[src/rtl/hpt_pkg.sv]
// Shared types, constants and codes for the homogeneous point transform.
package hpt_pkg;

    localparam int MAX_DIM       = 4;
    localparam int DIM_DEF       = 4;
    localparam int FRAC_BITS_DEF = 16;
    localparam int COORD_W       = 32;
    localparam int PROD_W        = 2 * COORD_W;
    localparam int SUM_W         = PROD_W + 2;
    localparam int IDX_W         = 2;
    localparam int REQ_W         = 2;
    localparam int S_TDATA_W     = 168;
    localparam int S_TUSER_W     = 8;
    localparam int M_TDATA_W     = MAX_DIM * COORD_W;

    typedef logic signed [COORD_W-1:0] fx_t;
    typedef logic signed [PROD_W-1:0]  prod_t;

    typedef enum logic [REQ_W-1:0] {
        REQ_WRITE = 2'd0,
        REQ_XFORM = 2'd1,
        REQ_IDENT = 2'd2
    } req_t;

    // Load enables for the three lane stages.
    typedef struct packed {
        logic en_mul;
        logic en_add;
        logic en_sat;
    } lane_ctl_t;

endpackage

[src/rtl/hpt_merge.sv]
// Output stage: gathers the lane results into one item and holds it for the receiver.
module hpt_merge (
    input  logic          aclk,
    input  logic          aresetn,
    input  logic          in_valid,
    input  hpt_pkg::fx_t  lane_result [hpt_pkg::MAX_DIM],
    output logic          in_ready,
    output logic          m_tvalid,
    input  logic          m_tready,
    // m_tdata fields from bit 0: out_x, out_y, out_z, out_h
    output logic [hpt_pkg::M_TDATA_W-1:0] m_tdata
);

    logic                          valid_reg;
    logic                          valid_next;
    logic [hpt_pkg::M_TDATA_W-1:0] data_reg;
    logic [hpt_pkg::M_TDATA_W-1:0] data_next;

    assign in_ready = !valid_reg || m_tready;

    always_comb begin
        valid_next = valid_reg;
        data_next  = data_reg;
        if (in_ready) begin
            valid_next = in_valid;
            for (int r = 0; r < hpt_pkg::MAX_DIM; r++) begin
                data_next[r*hpt_pkg::COORD_W +: hpt_pkg::COORD_W] = lane_result[r];
            end
        end
    end

    always_ff @(posedge aclk) begin
        if (!aresetn) begin
            valid_reg <= 1'b0;
        end else begin
            valid_reg <= valid_next;
        end
        data_reg <= data_next;
    end

    assign m_tvalid = valid_reg;
    assign m_tdata  = data_reg;

endmodule

[config.mk]
export PLATFORM = sky130hd
export DESIGN_NAME = hpt_merge
export DESIGN_NICKNAME = d
export VERILOG_FILES = /design/src/rtl/hpt_pkg.sv /design/src/rtl/hpt_merge.sv
export SDC_FILE = /design/constraint.sdc
export NUM_CORES = 1
export LEC_CHECK = 0
export BUFFER_PORTS_ARGS = -buffer_cell sky130_fd_sc_hd__buf_4
export CAP_MARGIN = 10
export CORE_MARGIN = 10
export CORE_UTILIZATION = 35
export DETAILED_ROUTE_END_ITERATION = 10
export GPL_ROUTABILITY_DRIVEN = 0
export HOLD_SLACK_MARGIN = 0.06
export PLACE_DENSITY = 0.69
export SKIP_LAST_GASP = 1
export SYNTH_ARGS = -nofsm -noshare
export SYNTH_HDL_FRONTEND = slang
export SYNTH_SLANG_ARGS = --single-unit
[constraint.sdc]
create_clock -name aclk -period 4.9 [get_ports aclk]
set_clock_uncertainty 0.1 [all_clocks]
set_input_delay 0.49 -clock aclk [delete_from_list [all_inputs] [get_ports aclk]]
set_output_delay 0.49 -clock aclk [all_outputs]
set_load 0.02 [all_outputs]
==> out/metrics.yaml, run 1 <==
status: "did not finish"
haltStage: "4_1_cts"
error: "[ERROR RSZ-0060] Max buffer count reached."
synth_cells: 132
synth_top_family_by_area: "simple AND/OR/NAND/NOR gates"
synthAdderAreaFrac_pct: 0
h-tree-depth: 4
start_util_pct: 35.9
synth_area_per_cell_um2: 29.5
hpwlAfterDp_um: 9130
core.rowCount: 38
synth_compound_area_share_pct: 0.289
cts_buffers: 17
postCtsHoldBufs: 114
syn-cell-area_mm2: 0.00389
cts_resized: 0
synth.distinct_cells: 5
root_buffer: "clkbuf_8"
die_h_um: 125
placed_area_mm2: 0.00604
synthSimpleGateAreaFrac_pct: 0.354
cts_sinks: 129
dieWidth_um: 125
post_cts_buffers: 0
synth_xor_area_share_pct: 0
synth-seq-cells: 129
synth.mux.area_fraction_pct: 0
yosysWarnings: 0
clockBufferDepth: 2
io_buffer_count: 261
yosysSeqAreaShare_pct: 99.3
synth_fp_nets: 264
io_pins: 262
cells by family after synthesis:
family	after synthesis
compound gates	1
buf+inv	1
simple gates	1
flops	129
synthesized netlist by cell type (all sizes together):
library cell,count,area [µm²]
a21boi,1,11.3
dfxtp,1,20.0
edfxtp,128,3840
inv,1,3.75
nand2b,1,13.8
through the flow:
| stage | instances | util (%) | worst slack, ns | hold slack (ns) |
|---|---|---|---|---|
| 2_1_floorplan | 132 | - | 2.83 | 0.489 |
| 3_3_place_gp | 535 | 55.7 | 2.81 | 0.568 |
| 3_5_place_dp | 535 | 55.7 | 2.78 | 0.569 |
==> inputs of run 2 (changes only) <==
CORE_UTILIZATION = 20   (was 35)
HOLD_SLACK_MARGIN = not set   (was 0.06)
PLACE_DENSITY = not set   (was 0.69)
PLACE_DENSITY_LB_ADDON = 0.15   (was not set)
==> out/metrics.yaml, run 2 <==
vdd_ir_drop_max_uv: 279
drt-initial-drc-count: 98
fillers: 1817
setup_viol: 0
yosysSeqAreaShare_pct: 99.3  # unchanged
hold-path-cell-count: 1
netlist_top_cells_count: "edfxtp_1, a21boi_2, dfxtp_1, inv_1, nand2b_4"  # unchanged
core.rowCount: 50  # was 38
synthArstFlopShare_pct: 0  # unchanged
cts_resized: 0  # unchanged
die_h_um: 160  # was 125 µm
drc: 0
drive_above_1_share_pct: 69.1
clkTransAtPathRegs_ns: 0.06
start_util_pct: 20.5  # was 35.9%
largest_register_ffs: 128
worstSetupPathType: "reg -> out"
postCtsHoldBufs: 0  # was 114
fin_crit_ns: 2.15
yosys.area.top_type: "edfxtp_1"  # unchanged
dr.pass1.iters: 4
io_buffer_count: 261  # unchanged
route.vias.total: 2412
vias_per_cell: 3.51
fp.dieArea_mm2: 0.0254
routed.top_layer: "met5"
hpwlAfterDp_um: 10300  # was 9130 µm
drv_slew: 0
root_buffer: "clkbuf_16"  # was clkbuf_8
arrival_ns: 1.56
hold_viol: 0
leakagePower_nw: 2.89
io_pins: 262  # unchanged
synth_fp_nets: 264  # unchanged
cp_num_buf_inv: 1
critPathRequiredTime_ns: 4.31
startpoint_type: "flop"
cp.depth: 2
antenna_found_initial: 2
synth.top_cell.area_share_pct: 98.7  # unchanged
ant_nets: 0
slowest_delay_ns: 0.52
synth_cells: 132  # unchanged
cp_slowest_cell: "nand2b_4"
wl_met2_um: 6550
synth_flop_cell: "edfxtp_1"  # unchanged
synth.distinct_cells: 5  # unchanged
r2r_start: "m_tvalid"
place_inst: 655  # was 535
status: "finished clean"  # was did not finish
pwr_density_cell_mw_per_mm2: 428
synthTopCellsByArea: "edfxtp_1, dfxtp_1, nand2b_4"  # unchanged
fmax_mhz: 465
grt_pass1_wl_um: 18400
syn-cell-area_mm2: 0.00389  # unchanged
dieWidth_um: 160  # was 125 µm
post_cts_buffers: 0  # unchanged
area_growth_pct: 74.4
synth_enable_flop_cells: 128  # unchanged
grt_max_degree: 53
rr_worst_depth: 2
cts_tree: "done"
synth-seq-cells: 129  # unchanged
route.met3.wl_um: 2090
fin_tns_setup_ns: 0
maxCapViolations: 0
clockBufferDepth: 2  # unchanged
gr-usage-all-layers_pct: 9.95
final_cell_mix: "buf_4, edfxtp_1, clkbuf_16, clkinvlp_4"
yosysMostFrequentCell: "edfxtp_1"  # unchanged
cp-startpoint: "m_tvalid"
grt_overflow: 0
worst_slew_pin_slew_ns: 0.714
yosysWarnings: 0  # unchanged
met1Wirelength_um: 4140
routedWlPerCell_um: 18.8
wl_um: 12900
cts_buffers: 17  # unchanged
cts_sinks: 129  # unchanged
clkLatencyLatePin_ns: 0.41
relSlewSlack_pct: 52.4
h-tree-depth: 4  # unchanged
cp-end-kind: "output port"
final_cells: 688
hp-class: "in -> reg"
rsz0062_at_grt: "no"
path_cells: "nand2b_4 -> buf_4"
critPathMaxFanout: 52
core_area_mm2: 0.0190
timing.final.crit_share_pct: 43.9
final_common_cell: "buf_4"
fin_nets: 546
synth_area_per_cell_um2: 29.5  # unchanged
path_delay_family: "simple AND/OR/NAND/NOR gates"
grt_pass1_vias: 2764
hp-start: "lane_result[106]"
## run 2: kinds of logic (layout without fill, tap and decap cells)
| kind of cell | count (synthesis) | after routing | synth area share, % |
|---|---|---|---|
| simple gates | 1 | 1 | 0.354 |
| other cells | 0 | 1 | 0 |
| buf+inv | 1 | 296 | 0.0963 |
| flops | 129 | 129 | 99.3 |
| compound gates | 1 | 1 | 0.289 |
## run 2: final cells by class
class / count / area, µm² / share of cell area, %
flip-flops and latches: 129 / 3860 / 56.9
repair buffers: 263 / 1970 / 29.1
clock buffers: 18 / 429 / 6.32
well taps: 260 / 325 / 4.79
clock inverters: 14 / 165 / 2.43
multi-input cells: 2 / 25.0 / 0.369
inverters: 1 / 3.75 / 0.0553
diodes: 1 / 2.50 / 0.0369
## run 2: worst paths after layout
check / end / slack, ns
max: in_ready / 2.75
min: m_tdata[10] / 0.15
max reg2reg: m_tdata[17] / 2.91
min reg2reg: m_tdata[120] / 1.00
## run 2: report_power, final
part           switching [mW]  internal, mW  leakage [nW]  total, mW
Sequential             0.0205          1.30          1.33       1.32
Clock                   0.466         0.797         0.280       1.26
Combinational           0.166         0.154          1.28      0.320
Total                   0.653          2.25          2.89       2.90
## run 2: stage by stage
stage	hold WS (ns)	cell area [µm²]	util (%)	worst slack, ns	total power [mW]
after floorplan	0.489	3890	-	2.83	1.46
after global placement	0.568	6190	32.7	2.65	1.67
after detailed placement	0.569	6190	32.7	2.61	1.67
after CTS	0.125	6790	35.8	2.69	2.96
after global routing	0.125	6790	35.8	2.65	3.03
final	0.151	6790	35.8	2.75	2.90
## run 2: layer usage
layer  global-route usage (%)  up-vias
met5                        0        -
met4                     3.79        2
met3                     8.44        9
met2                     16.3      163
met1                     8.68     1133
li1                         -     1105
No activity file was read; power rests on OpenSTA's default activity.
==> inputs of run 3 (changes only) <==
clock period = 1.9 ns   (was 4.9 ns; I/O delays follow)
==> out/metrics.yaml, run 3 (synthesis results as in run 2) <==
fp.dieArea_mm2: 0.0254  # unchanged
worstSetupPathType: "reg -> out"  # unchanged
largest_register_ffs: 128  # unchanged
cp_slowest_cell: "dfxtp_1"  # was nand2b_4
grt_pass1_vias: 3530  # was 2764
die_h_um: 160  # unchanged
worst_path_most_repeated_cell: "buf_4"
startpoint_type: "flop"  # unchanged
core.rowCount: 50  # unchanged
hold_viol: 0  # unchanged
fin_crit_ns: 1.76
drt-initial-drc-count: 98  # unchanged
drv_slew: 0  # unchanged
grt_overflow: 0  # unchanged
grt_pass1_wl_um: 20600  # was 18400 µm
cts_buffers: 17  # unchanged
critPathMaxFanout: 21  # was 52
timing.final.crit_share_pct: 92.5
route.vias.total: 2924  # was 2412
fin_nets: 678  # was 546
h-tree-depth: 4  # unchanged
status: "finished clean"  # unchanged
cts_resized: 0  # unchanged
arrival_ns: 1.47  # was 1.56 ns
slowest_delay_ns: 0.33  # was 0.52 ns
ant_nets: 0  # unchanged
start_util_pct: 20.5  # unchanged
io_buffer_count: 261  # unchanged
critPathRequiredTime_ns: 1.61  # was 4.31 ns
root_buffer: "clkbuf_16"  # unchanged
antenna_found_initial: 1  # was 2
hp-class: "in -> reg"  # unchanged
rsz0062_at_grt: "no"  # unchanged
dieWidth_um: 160  # unchanged
worst_slack_ns: 0.143  # was 2.75 ns
area_growth_pct: 109  # was 74.4%
drc: 0  # unchanged
fmax_mhz: 569
pwr_density_cell_mw_per_mm2: 950  # was 428 mW/mm²
cts_tree: "done"  # unchanged
io_pins: 262  # unchanged
clkLatencyLatePin_ns: 0.40  # was 0.41 ns
core_area_mm2: 0.0190  # unchanged
maxCapViolations: 0  # unchanged
path_delay_family: "buffers and inverters"  # was simple AND/OR/NAND/NOR gates
gr-usage-all-layers_pct: 10.7  # was 9.95%
grt_max_degree: 45  # was 53
final_cell_mix: "buf_4, dlygate4sd3_1, edfxtp_1, clkbuf_16"  # was buf_4, edfxtp_1, clkbuf_16, clkinvlp_4
cts_sinks: 129  # unchanged
cp-end-kind: "output port"  # unchanged
path_cells: "nand2b_4 -> buf_4 -> buf_4"  # was nand2b_4 -> buf_4
worst_slew_pin_slew_ns: 0.338  # was 0.714 ns
vias_per_cell: 3.57  # was 3.51
dr.pass1.iters: 4  # unchanged
leakagePower_nw: 3.46  # was 2.89 nW
clkTransAtPathRegs_ns: 0.06  # about the same
routedWlPerCell_um: 16.9  # was 18.8 µm
cp_num_buf_inv: 2  # was 1
final_common_cell: "buf_4"  # unchanged
setup_viol: 0  # unchanged
clockBufferDepth: 2  # unchanged
post-place-ws_ns: 0.526  # was 2.61 ns
relSlewSlack_pct: 77.5  # was 52.4%
vdd_ir_drop_max_uv: 579  # was 279 µV
wl_um: 13800  # was 12900 µm
fin_tns_setup_ns: 0  # unchanged
drive_above_1_share_pct: 52.6  # was 69.1%
[run 3: timing repair]
item,4_1_cts,5_1_grt
hold endpoints to repair,129,0
hold buffers,130,0
setup buffers,0,0
[run 3: where the power goes]
group          switching, mW  leakage (nW)  internal, mW
clock                   1.20         0.281          2.06
combinational          0.486          1.85         0.581
sequential            0.0564          1.33          3.35
total                   1.74          3.46          5.99
[run 3: area by class of cell]
type,count,area (µm²)
Sequential cell,129,3860
Fill cell,1683,10800
Multi-Input combinational cell,2,25.0
Clock buffer,19,433
Tap cell,260,325
Antenna cell,1,2.50
Inverter,1,3.75
Timing Repair Buffer,395,3330
Clock inverter,13,160
[run 3: final timing paths]
kind                 endpoint  cells past startpoint      from  slack, ns
setup / recovery     in_ready                      3  m_tvalid       0.14
hold / removal    m_tdata[61]                      2  m_tready       0.27
setup reg to reg     m_tvalid                      4  m_tvalid       0.15
hold reg to reg   m_tdata[61]                      1  m_tvalid       0.70
[run 3: metal layers]
| metal | share of wire, % | routed length, µm | vias to the layer above | GRT usage (%) |
|---|---|---|---|---|
| li1 | - | - | 1371 | - |
| met3 | 13 | 1850 | 13 | 6.74 |
| met5 | 0 | 0 | - | 0 |
| met2 | 50 | 6880 | 159 | 17.3 |
| met4 | 1.5 | 214 | 0 | 5.27 |
| met1 | 35 | 4910 | 1381 | 10.4 |
[run 3: stage by stage]
step	total power, mW	hold WS [ns]	instance area (µm²)	utilization (%)	cells
after floorplan	3.76	0.189	3890	-	132
after global placement	4.32	0.268	6240	32.9	657
after detailed placement	4.32	0.269	6240	32.9	657
after CTS	7.88	0.268	8140	42.9	819
after global routing	8.06	0.299	8140	43.0	820
final	7.74	0.275	8140	43.0	820
==> inputs of run 4 (changes only) <==
CORE_ASPECT_RATIO = 0.6   (was not set)
CTS_BUF_LIST = sky130_fd_sc_hd__clkbuf_8   (was not set)
==> out/metrics.yaml, run 4 (synthesis results as in run 2) <==
routedWlPerCell_um: 17.3  # was 16.9 µm
area_growth_pct: 103  # was 109%
gr-usage-all-layers_pct: 11.1  # was 10.7%
wl_um: 14300  # was 13800 µm
io_pins: 262  # unchanged
fillers: 1711  # was 1683
grt_max_degree: 43  # was 45
core.rowCount: 39  # was 50
cts_tree: "done"  # unchanged
path_cells: "nand2b_4 -> buf_4"  # was nand2b_4 -> buf_4 -> buf_4
setup_viol: 0  # unchanged
clockBufferDepth: 2  # unchanged
hpwlAfterDp_um: 10400
cts_buffers: 17  # unchanged
timing.final.crit_share_pct: 84.1  # was 92.5%
critPathRequiredTime_ns: 1.61  # about the same
final_common_cell: "buf_4"  # unchanged
switching_power_mw: 1.55  # was 1.74 mW
worst_slew_pin_slew_ns: 0.377  # was 0.338 ns
cp-end-kind: "output port"  # unchanged
drc: 0  # unchanged
grt_pass1_vias: 3361  # was 3530
drive_above_1_share_pct: 52.0  # was 52.6%
clkTransAtPathRegs_ns: 0.07  # was 0.06 ns
drt-initial-drc-count: 93  # was 98
slowest_delay_ns: 0.38  # was 0.33 ns
status: "finished clean"  # unchanged
largest_register_ffs: 128  # unchanged
p_int_mw: 5.03  # was 5.99 mW
vias_per_cell: 3.57  # about the same
whs_ns: 0.290  # was 0.275 ns
route.vias.total: 2952  # was 2924
root_buffer: "clkbuf_8"  # was clkbuf_16
drv_slew: 0  # unchanged
antenna_found_initial: 2  # was 1
clkLatencyLatePin_ns: 0.43  # was 0.40 ns
die_h_um: 128  # was 160 µm
start_util_pct: 20.4  # was 20.5%
core_area_mm2: 0.0191  # was 0.0190 mm²
vdd_ir_drop_max_uv: 484  # was 579 µV
clockPowerShare_pct: 32.1  # was 42.2%
arrival_ns: 1.31  # was 1.47 ns
power_frac_seq_pct: 51.8  # was 44.0%
pwr_density_cell_mw_per_mm2: 834  # was 950 mW/mm²
fin_tns_setup_ns: 0  # unchanged
combPwrFrac_pct: 16.2  # was 13.8%
final_cell_mix: "buf_4, dlygate4sd3_1, edfxtp_1, clkbuf_8, inv_1"  # was buf_4, dlygate4sd3_1, edfxtp_1, clkbuf_16
fin_nets: 679  # was 678
worstSetupPathType: "reg -> out"  # unchanged
ant_nets: 0  # unchanged
maxCapViolations: 0  # unchanged
p_sw_share_pct: 23.6  # was 22.5%
startpoint_type: "flop"  # unchanged
cts_sinks: 129  # unchanged
grt_overflow: 0  # unchanged
leakagePower_nw: 3.37  # was 3.46 nW
hold_viol: 0  # unchanged
rsz0062_at_grt: "no"  # unchanged
relSlewSlack_pct: 74.8  # was 77.5%
dr.pass1.iters: 4  # unchanged
critPathMaxFanout: 23  # was 21
fmax_mhz: 626  # was 569 MHz
io_buffer_count: 261  # unchanged
cp_slowest_cell: "dfxtp_1"  # unchanged
fp.dieArea_mm2: 0.0256  # was 0.0254 mm²
fin_crit_ns: 1.60  # was 1.76 ns
h-tree-depth: 4  # unchanged
dieWidth_um: 200  # was 160 µm
hp-class: "in -> reg"  # unchanged
grt_pass1_wl_um: 21000  # was 20600 µm
==> run 4: cell types whose count changed in the layout (fill, tap and decap cells not counted), moves of 2 or more <==
cell       before  now
clkinv_2        0    2
buf_4         262  264
inv_1           1    5
inv_6           2    0
clkbuf_16      17    0
clkbuf_8        0   17
clkbuf_1        2    0
clkinv_4        3    0
==> run 4: final timing paths <==
path	slack [ns]	cells after the start	endpoint	from
worst max-delay path	0.30	2	in_ready	m_tvalid
worst min-delay path	0.29	2	m_tdata[125]	m_tready
worst max register to register	0.37	3	m_tvalid	m_tvalid
worst min register to register	0.75	1	m_tdata[125]	m_tvalid
==> run 4: power groups by stage <==
stage	clock, mW	combinational [mW]	sequential [mW]
floorplan	0	0.0386	3.72
CTS	2.23	1.08	3.41
finish	2.11	1.06	3.41
detailed placement	0	0.853	3.47
global route	2.34	1.13	3.42
global placement	0	0.850	3.46
==> run 4: through the flow <==
step | util (%) | std cells | setup WS (ns) | power, mW | instance area (µm²)
6_report | 41.4 | 826 | 0.302 | 6.58 | 7900
5_1_grt | 41.4 | 826 | 0.168 | 6.89 | 7900
4_1_cts | 41.4 | 824 | 0.212 | 6.72 | 7890
3_5_place_dp | 32.7 | 664 | 0.494 | 4.32 | 6250
3_3_place_gp | 32.7 | 664 | 0.516 | 4.31 | 6250
2_1_floorplan | - | 132 | 0.0325 | 3.76 | 3890
==> run 4: area by class of cell <==
| type | count | area, µm² | area share, % |
|---|---|---|---|
| flip-flops and latches | 129 | 3860 | 48.9 |
| repair buffers | 396 | 3320 | 42.1 |
| well taps | 266 | 333 | 4.22 |
| clock buffers | 17 | 234 | 2.96 |
| clock inverters | 13 | 108 | 1.36 |
| multi-input cells | 2 | 25.0 | 0.317 |
| diodes | 2 | 5.00 | 0.0634 |
| inverters | 1 | 3.75 | 0.0475 |
==> run 4: what timing repair did <==
| action | in CTS | in global routing |
|---|---|---|
| endpoints found under the setup margin | 0 | 0 |
| resized for setup | 0 | 0 |
| hold buffers | 130 | 0 |
| setup buffers | 0 | 0 |
| endpoints found under the hold margin | 129 | 0 |
==> run 4: metal layers <==
layer	track usage, %	share of wire, %	vias up
met2	16.8	45	184
li1	-	-	1369
met4	3.75	1.1	0
met1	11.7	38	1389
met3	8.33	15	10
met5	0	0	-
==> run 4: worst max-delay path, delay by kind of cell, from the launching register on <==
kind / cells / cell delay (ns)
buffers and inverters: 1 / 0.25
and+or+nand+nor: 1 / 0.24
DFF: 1 / 0.38
